--- config.mk ---
export PLATFORM = sky130hd
export DESIGN_NAME = page_table_walker_core_flat
export DESIGN_NICKNAME = d
export VERILOG_FILES = /design/src/sv/ptw_pkg.sv /design/src/sv/ptw_if.sv /design/src/sv/ptw_step.sv /design/src/sv/page_table_walker_core.sv /design/src/flat_wrapper.sv
export SDC_FILE = /design/constraint.sdc
export NUM_CORES = 1
export LEC_CHECK = 0
export ABC_CLOCK_PERIOD_IN_PS = 12200
export BUFFER_PORTS_ARGS = -buffer_cell sky130_fd_sc_hd__buf_2
export CAP_MARGIN = 10
export CORE_UTILIZATION = 59
export CTS_BUF_LIST = sky130_fd_sc_hd__clkbuf_4
export DETAILED_ROUTE_END_ITERATION = 8
export PLACE_DENSITY = 0.88
export RECOVER_POWER = 25
export SYNTH_ARGS = -nofsm -noshare
export SYNTH_HDL_FRONTEND = slang
export SYNTH_HIERARCHICAL = 1
export SYNTH_SLANG_ARGS = --single-unit
--- constraint.sdc ---
create_clock -name clk -period 12.2 [get_ports clk]
set_input_delay 2.44 -clock clk [delete_from_list [all_inputs] [get_ports clk]]
set_output_delay 2.44 -clock clk [all_outputs]
set_load 0.01 [all_outputs]
--- src/sv/ptw_pkg.sv ---
// Shared types, field widths and codes of the page table walker.
package ptw_pkg;

  localparam int unsigned VA_W    = 48;
  localparam int unsigned PA_W    = 52;
  localparam int unsigned ENTRY_W = 64;
  localparam int unsigned IDX_W   = 9;
  localparam int unsigned CFG_AW  = 4;
  localparam int unsigned CFG_DW  = 64;

  localparam logic OP_START   = 1'b0;
  localparam logic OP_DELIVER = 1'b1;

  localparam logic [1:0] KIND_READ  = 2'd0;
  localparam logic [1:0] KIND_DONE  = 2'd1;
  localparam logic [1:0] KIND_FAULT = 2'd2;

  localparam logic [1:0] SIZE_4K = 2'd0;
  localparam logic [1:0] SIZE_2M = 2'd1;
  localparam logic [1:0] SIZE_1G = 2'd2;

  localparam logic [1:0] LVL_PT   = 2'd0;
  localparam logic [1:0] LVL_PD   = 2'd1;
  localparam logic [1:0] LVL_PDPT = 2'd2;
  localparam logic [1:0] LVL_PML4 = 2'd3;

  localparam int unsigned BIT_PRESENT = 0;
  localparam int unsigned BIT_WRITE   = 1;
  localparam int unsigned BIT_USER    = 2;
  localparam int unsigned BIT_PCD     = 4;
  localparam int unsigned BIT_HUGE    = 7;
  localparam int unsigned BIT_NX      = 63;

  localparam logic REG_TABLE_ROOT = 1'b0;

  typedef struct packed {
    logic                 operation;
    logic [VA_W-1:0]      virt_addr;
    logic [ENTRY_W-1:0]   entry_data;
  } req_t;

  typedef struct packed {
    logic [1:0]      kind;
    logic [PA_W-1:0] read_addr;
    logic [PA_W-1:0] phys_addr;
    logic [1:0]      map_size;
    logic            can_write;
    logic            user_access;
    logic            can_execute;
    logic            uncached;
  } result_t;

  typedef struct packed {
    logic            walk_busy;
    logic [1:0]      walk_level;
    logic [VA_W-1:0] saved_vaddr;
  } walk_state_t;

endpackage

--- src/sv/ptw_if.sv ---
// Handshake channel interfaces for walker requests and walker results.
interface ptw_req_if;
  logic                          valid;
  logic                          ready;
  logic                          operation;
  logic [ptw_pkg::VA_W-1:0]      virt_addr;
  logic [ptw_pkg::ENTRY_W-1:0]   entry_data;

  modport source (output valid, operation, virt_addr, entry_data, input ready);
  modport sink (input valid, operation, virt_addr, entry_data, output ready);
endinterface

interface ptw_res_if;
  logic                       valid;
  logic                       ready;
  logic [1:0]                 kind;
  logic [ptw_pkg::PA_W-1:0]   read_addr;
  logic [ptw_pkg::PA_W-1:0]   phys_addr;
  logic [1:0]                 map_size;
  logic                       can_write;
  logic                       user_access;
  logic                       can_execute;
  logic                       uncached;

  modport source (output valid, kind, read_addr, phys_addr, map_size, can_write,
                  user_access, can_execute, uncached, input ready);
  modport sink (input valid, kind, read_addr, phys_addr, map_size, can_write,
                user_access, can_execute, uncached, output ready);
endinterface

--- src/sv/ptw_step.sv ---
// Combinational walk step: one request against the walk state gives the result and next state.
module ptw_step (
  input  ptw_pkg::req_t        req,
  input  ptw_pkg::walk_state_t state,
  input  logic [ptw_pkg::PA_W-1:0] table_root,
  output logic                 res_valid,
  output ptw_pkg::result_t     res,
  output ptw_pkg::walk_state_t state_nxt
);
  import ptw_pkg::*;

  logic [VA_W-1:0]    va;
  logic [1:0]         lvl;
  logic [PA_W-13:0]   base_frame;
  logic [IDX_W-1:0]   idx;
  logic [ENTRY_W-1:0] e;
  logic               present;
  logic               huge;
  logic               do_read;
  logic               do_leaf;
  logic [1:0]         leaf_size;
  logic [PA_W-1:0]    leaf_addr;

  assign e       = req.entry_data;
  assign present = e[BIT_PRESENT];
  assign huge    = e[BIT_HUGE];

  always_comb begin
    va        = state.saved_vaddr;
    lvl       = state.walk_level;
    base_frame = e[PA_W-1:12];
    do_read   = 1'b0;
    do_leaf   = 1'b0;
    leaf_size = SIZE_4K;
    res_valid = 1'b0;
    state_nxt = state;
    if (req.operation == OP_START) begin
      va         = req.virt_addr;
      lvl        = LVL_PML4;
      base_frame = table_root[PA_W-1:12];
      do_read    = 1'b1;
      res_valid  = 1'b1;
      state_nxt.walk_busy   = 1'b1;
      state_nxt.walk_level  = LVL_PML4;
      state_nxt.saved_vaddr = req.virt_addr;
    end else if (state.walk_busy) begin
      res_valid = 1'b1;
      unique case (state.walk_level)
        LVL_PML4: begin
          do_read = present && !huge;
          lvl     = LVL_PDPT;
        end
        LVL_PDPT: begin
          do_leaf   = huge;
          leaf_size = SIZE_1G;
          do_read   = !huge && present;
          lvl       = LVL_PD;
        end
        LVL_PD: begin
          do_leaf   = huge;
          leaf_size = SIZE_2M;
          do_read   = !huge && present;
          lvl       = LVL_PT;
        end
        default: begin
          do_leaf   = 1'b1;
          leaf_size = SIZE_4K;
        end
      endcase
      if (do_read) begin
        state_nxt.walk_level = lvl;
      end else begin
        state_nxt.walk_busy  = 1'b0;
        state_nxt.walk_level = LVL_PT;
      end
    end
  end

  always_comb begin
    unique case (lvl)
      LVL_PT:   idx = va[12 +: IDX_W];
      LVL_PD:   idx = va[21 +: IDX_W];
      LVL_PDPT: idx = va[30 +: IDX_W];
      default:  idx = va[39 +: IDX_W];
    endcase
  end

  always_comb begin
    unique case (leaf_size)
      SIZE_1G: leaf_addr = {e[PA_W-1:30], va[29:0]};
      SIZE_2M: leaf_addr = {e[PA_W-1:21], va[20:0]};
      default: leaf_addr = {e[PA_W-1:12], va[11:0]};
    endcase
  end

  always_comb begin
    res = '0;
    if (do_read) begin
      res.kind      = KIND_READ;
      res.read_addr = {base_frame, idx, 3'b000};
    end else if (do_leaf && present) begin
      res.kind        = KIND_DONE;
      res.phys_addr   = leaf_addr;
      res.map_size    = leaf_size;
      res.can_write   = e[BIT_WRITE];
      res.user_access = e[BIT_USER];
      res.can_execute = !e[BIT_NX];
      res.uncached    = e[BIT_PCD];
    end else begin
      res.kind = KIND_FAULT;
    end
  end

endmodule

--- src/sv/page_table_walker_core.sv ---
// Top level of the four-level page table walker with its configuration port.
// The walker takes one request per cycle unless an unaccepted result holds it: a start, or a
// table entry returned for the last read it asked for. Each request passes through an input
// register, one step of walk logic and a result register; a new request can be taken before
// the result of the last one is accepted. A start or a delivery during a walk gives exactly
// one result (a read request, a completed translation or a fault); a delivery with no walk in
// progress gives none. A start during a walk abandons it. The table root is written through the
// configuration port at byte address 0 and must only be changed while the walker is idle.
module page_table_walker_core (
  input  logic                         clk,
  input  logic                         rst_n,
  ptw_req_if.sink                      in_req,
  ptw_res_if.source                    out_res,
  input  logic                         cfg_psel,
  input  logic                         cfg_penable,
  input  logic                         cfg_pwrite,
  input  logic [ptw_pkg::CFG_AW-1:0]   cfg_paddr,
  input  logic [ptw_pkg::CFG_DW-1:0]   cfg_pwdata,
  output logic [ptw_pkg::CFG_DW-1:0]   cfg_prdata,
  output logic                         cfg_pready
);
  import ptw_pkg::*;

  logic [PA_W-1:0] table_root_r;
  logic            cfg_sel_root;

  req_t            s1_req_r;
  logic            s1_valid_r;
  logic            s1_go;
  walk_state_t     state_r;
  walk_state_t     state_nxt;
  logic            res_valid;
  result_t         res;
  result_t         out_r;
  logic            out_valid_r;
  logic            out_valid_nxt;

  assign cfg_pready   = 1'b1;
  assign cfg_sel_root = cfg_paddr[CFG_AW-1] == REG_TABLE_ROOT;
  assign cfg_prdata   = cfg_sel_root ? {{(CFG_DW-PA_W){1'b0}}, table_root_r} : '0;

  always_ff @(posedge clk) begin
    if (!rst_n) begin
      table_root_r <= '0;
    end else if (cfg_psel && cfg_penable && cfg_pwrite && cfg_sel_root) begin
      table_root_r <= cfg_pwdata[PA_W-1:0];
    end
  end

  ptw_step u_step (
    .req        (s1_req_r),
    .state      (state_r),
    .table_root (table_root_r),
    .res_valid  (res_valid),
    .res        (res),
    .state_nxt  (state_nxt)
  );

  assign s1_go        = s1_valid_r && (!res_valid || !out_valid_r || out_res.ready);
  assign in_req.ready = !s1_valid_r || s1_go;

  always_comb begin
    if (s1_go && res_valid) begin
      out_valid_nxt = 1'b1;
    end else if (out_res.ready) begin
      out_valid_nxt = 1'b0;
    end else begin
      out_valid_nxt = out_valid_r;
    end
  end

  always_ff @(posedge clk) begin
    if (!rst_n) begin
      s1_valid_r  <= 1'b0;
      out_valid_r <= 1'b0;
      state_r     <= '0;
    end else begin
      if (in_req.ready) begin
        s1_valid_r <= in_req.valid;
      end
      out_valid_r <= out_valid_nxt;
      if (s1_go) begin
        state_r <= state_nxt;
      end
    end
  end

  always_ff @(posedge clk) begin
    if (in_req.valid && in_req.ready) begin
      s1_req_r.operation  <= in_req.operation;
      s1_req_r.virt_addr  <= in_req.virt_addr;
      s1_req_r.entry_data <= in_req.entry_data;
    end
    if (s1_go && res_valid) begin
      out_r <= res;
    end
  end

  assign out_res.valid       = out_valid_r;
  assign out_res.kind        = out_r.kind;
  assign out_res.read_addr   = out_r.read_addr;
  assign out_res.phys_addr   = out_r.phys_addr;
  assign out_res.map_size    = out_r.map_size;
  assign out_res.can_write   = out_r.can_write;
  assign out_res.user_access = out_r.user_access;
  assign out_res.can_execute = out_r.can_execute;
  assign out_res.uncached    = out_r.uncached;

endmodule

--- src/flat_wrapper.sv ---
// flat-port wrapper written by rule: the top's interface ports become plain ports
module page_table_walker_core_flat import ptw_pkg::*;
  (clk, rst_n, cfg_psel, cfg_penable, cfg_pwrite, cfg_paddr, cfg_pwdata, cfg_prdata, cfg_pready, in_req_valid, in_req_operation, in_req_virt_addr, in_req_entry_data, in_req_ready, out_res_valid, out_res_kind, out_res_read_addr, out_res_phys_addr, out_res_map_size, out_res_can_write, out_res_user_access, out_res_can_execute, out_res_uncached, out_res_ready);
  ptw_req_if in_req_i ();
  ptw_res_if out_res_i ();
  input  logic clk;
  input  logic rst_n;
  input  logic cfg_psel;
  input  logic cfg_penable;
  input  logic cfg_pwrite;
  input  logic [ptw_pkg::CFG_AW-1:0] cfg_paddr;
  input  logic [ptw_pkg::CFG_DW-1:0] cfg_pwdata;
  output logic [ptw_pkg::CFG_DW-1:0] cfg_prdata;
  output logic cfg_pready;
  input wire logic [$bits(in_req_i.valid)-1:0] in_req_valid;
  input wire logic [$bits(in_req_i.operation)-1:0] in_req_operation;
  input wire logic [$bits(in_req_i.virt_addr)-1:0] in_req_virt_addr;
  input wire logic [$bits(in_req_i.entry_data)-1:0] in_req_entry_data;
  output wire logic [$bits(in_req_i.ready)-1:0] in_req_ready;
  output wire logic [$bits(out_res_i.valid)-1:0] out_res_valid;
  output wire logic [$bits(out_res_i.kind)-1:0] out_res_kind;
  output wire logic [$bits(out_res_i.read_addr)-1:0] out_res_read_addr;
  output wire logic [$bits(out_res_i.phys_addr)-1:0] out_res_phys_addr;
  output wire logic [$bits(out_res_i.map_size)-1:0] out_res_map_size;
  output wire logic [$bits(out_res_i.can_write)-1:0] out_res_can_write;
  output wire logic [$bits(out_res_i.user_access)-1:0] out_res_user_access;
  output wire logic [$bits(out_res_i.can_execute)-1:0] out_res_can_execute;
  output wire logic [$bits(out_res_i.uncached)-1:0] out_res_uncached;
  input wire logic [$bits(out_res_i.ready)-1:0] out_res_ready;
  assign in_req_i.valid = in_req_valid;
  assign in_req_i.operation = in_req_operation;
  assign in_req_i.virt_addr = in_req_virt_addr;
  assign in_req_i.entry_data = in_req_entry_data;
  assign in_req_ready = in_req_i.ready;
  assign out_res_valid = out_res_i.valid;
  assign out_res_kind = out_res_i.kind;
  assign out_res_read_addr = out_res_i.read_addr;
  assign out_res_phys_addr = out_res_i.phys_addr;
  assign out_res_map_size = out_res_i.map_size;
  assign out_res_can_write = out_res_i.can_write;
  assign out_res_user_access = out_res_i.user_access;
  assign out_res_can_execute = out_res_i.can_execute;
  assign out_res_uncached = out_res_i.uncached;
  assign out_res_i.ready = out_res_ready;
  page_table_walker_core u_core (.clk(clk), .rst_n(rst_n), .in_req(in_req_i), .out_res(out_res_i), .cfg_psel(cfg_psel), .cfg_penable(cfg_penable), .cfg_pwrite(cfg_pwrite), .cfg_paddr(cfg_paddr), .cfg_pwdata(cfg_pwdata), .cfg_prdata(cfg_prdata), .cfg_pready(cfg_pready));
endmodule
==> metrics.cfg <==
[outcome]
status=finished, violations left
violations=capacitance limit, slew limit

[power_and_ir_drop]
leakage_uw=0.006323
vdd_ir_drop_max_mv=0.09777
p_total_uw=2292
p_per_area_nw_per_um2=145.7

[timing]
tightest_slew_ns=2.880
fmax_mhz=168.0
relSlewSlack=-0.9198
finalSetupTns_ns=0
finalCritPeriodShare=0.4878
setup_viol=0
fin_crit_ns=5.951
final_max_slew_viol_count=83
rsz0062_at_grt=no
fin_skew_ns=0.03460
hold_viol_final=0

[placed_design]
place_congestion=0.8443
io_buffers=320
dp.cells=1630
place_area_sq_um=14670
dp_hpwl_um=22170

[worst_setup_path]
critical-path-top-delay-family=buffers and inverters
worst-setup-path-type=primary input to output pin
r2r_start=u_core/state_r[48]$_SDFFE_PN0P_
cp_slowest_cell=buf_2
cp-end-kind=output pin
start_kind=primary input
max_stage_delay_ns=0.74
regToRegSetupSlack_ns=7.39
cp_common_cell=buf_2
r2r_cells=6
crit_buf_inv=2
cp.required_ns=9.76
regToRegEndpoint=u_core/out_res.phys_addr[17]$_DFFE_PP_
crit_start=cfg_paddr[3]
crit_end=cfg_prdata[4]
crit_chain=buf_2 > nor2b_1 > buf_2
worst-path-stages=3
path_max_fanout=54
cp.arrival_ns=3.51

[finish]
num-fill-cells=1552
instances_no_fill=1782
syn_to_final_growth_pct=18.95
nets=1628
drive_above_1_share=0.3534
final_common_cell=buf_2
layout_common_cells=buf_2 (313), nand2_1 (250), edfxtp_1 (207)
fin_area_sq_um=15730

[clock_network]
tritoncts=built
cts_buffers=80
ctsResizeCount=0
clockBufferDepth=3
path_clk_slew_ns=0.06
cts_root_buf=clkbuf_4
cts_num_sinks=312
ctsHoldBuffers=0
insertion_delay_ns=0.67
ctsHtreeMaxLevel=3
post-cts-setup-buffer-count=0

[global_route]
grt_usage=0.2839
overflow=0
antenna_found_initial=4
grt_pass1_vias=9290
grt_max_degree=95
grt_pass1_wl_um=48970

[detailed_routing]
drt_wl_total_um=33600
vias_per_cell=5.420
drt_iter0_drc=621
dr.pass1.iters=6
drt_drc_violations_left=0
avgRoutedWirePerCell_um=18.86
num_vias=9659
ant_nets=0

[logic_synthesis]
synth_area_sq_um=13220
ys_warn_count=6
synth_area_per_cell_sq_um=12.00
synth_cells=1102

[die]
num_rows=54
fp.dieH_um=151.7
design.portCount=367
floorplan.die_area_sq_um=23010
initial_utilization=0.6040
die_x_um=151.7
core_area_sq_um=21890

[hold_path]
hold_class=flop to flop

[flow_run]
cap_violations=2

[area by class of cell]
cell class / instances / area, sq um / area share
Antenna cell: 5 / 12.51 / 0.0007956
Clock buffer: 123 / 923.4 / 0.05872
Clock inverter: 24 / 150.1 / 0.009547
Inverter: 48 / 181.4 / 0.01154
Multi-Input combinational cell: 662 / 4138 / 0.2631
Sequential cell: 312 / 8318 / 0.5289
Tap cell: 280 / 350.3 / 0.02228
Timing Repair Buffer: 328 / 1653 / 0.1051
[registers in the layout, summed over array words and instances (netlist names), 2 cells and up]
name                      cells
u_core/s1_req_r              95
u_core/out_res.kind           2
u_core/out_res.read_addr     52
u_core/out_res.phys_addr     52
u_core/out_res.map_size       2
u_core/table_root_r          52
u_core/state_r               51
[worst min-delay path by stage]
stage	from	end	depth (start not counted)
final	u_core/table_root_r[5]$_SDFFE_PN0P_	u_core/table_root_r[5]$_SDFFE_PN0P_	2
after global routing	u_core/state_r[15]$_SDFFE_PN0P_	u_core/state_r[15]$_SDFFE_PN0P_	2
after global placement	u_core/table_root_r[11]$_SDFFE_PN0P_	u_core/table_root_r[11]$_SDFFE_PN0P_	2
after detailed placement	u_core/state_r[19]$_SDFFE_PN0P_	u_core/state_r[19]$_SDFFE_PN0P_	2
after CTS	u_core/state_r[19]$_SDFFE_PN0P_	u_core/state_r[19]$_SDFFE_PN0P_	2
after floorplan	u_core/table_root_r[0]$_SDFFE_PN0P_	u_core/table_root_r[0]$_SDFFE_PN0P_	2
[power by group]
group	internal [uW]	total, uW	switching [uW]	leakage (uW)
clock network	504	926	422	0.000642
logic	69.2	173	104	0.00294
registers	1170	1190	21.3	0.00274
total	1750	2290	547	0.00632
[routing by layer]
metal / vias to the layer above / GRT usage / wire length, um
li1: 4510 / - / -
met3: 84 / 0.07515 / 2881
met4: 0 / 0.1515 / 1170
met2: 496 / 0.4820 / 17000
met5: - / 0 / 0
met1: 4569 / 0.3278 / 12550
[stage by stage]
| step | hold slack [ns] | worst slack (ns) | utilization |
|---|---|---|---|
| after floorplan | 0.4305 | 6.123 | - |
| after global placement | 0.4364 | 6.402 | 0.6703 |
| after detailed placement | 0.4462 | 6.283 | 0.6703 |
| after CTS | 0.4589 | 6.279 | 0.7193 |
| after global routing | 0.4760 | 6.163 | 0.7183 |
| final | 0.4566 | 6.249 | 0.7184 |
[worst reg2reg max path: cells and delay by family, from the launching register on]
family / cells / cell delay [ns]
compound gates: 1 / 2.14
fa+ha+maj: 1 / 0.33
simple gates: 3 / 1.53
buf+inv: 1 / 0.15
flops: 1 / 0.49
Power figures use the tool's default switching activity.
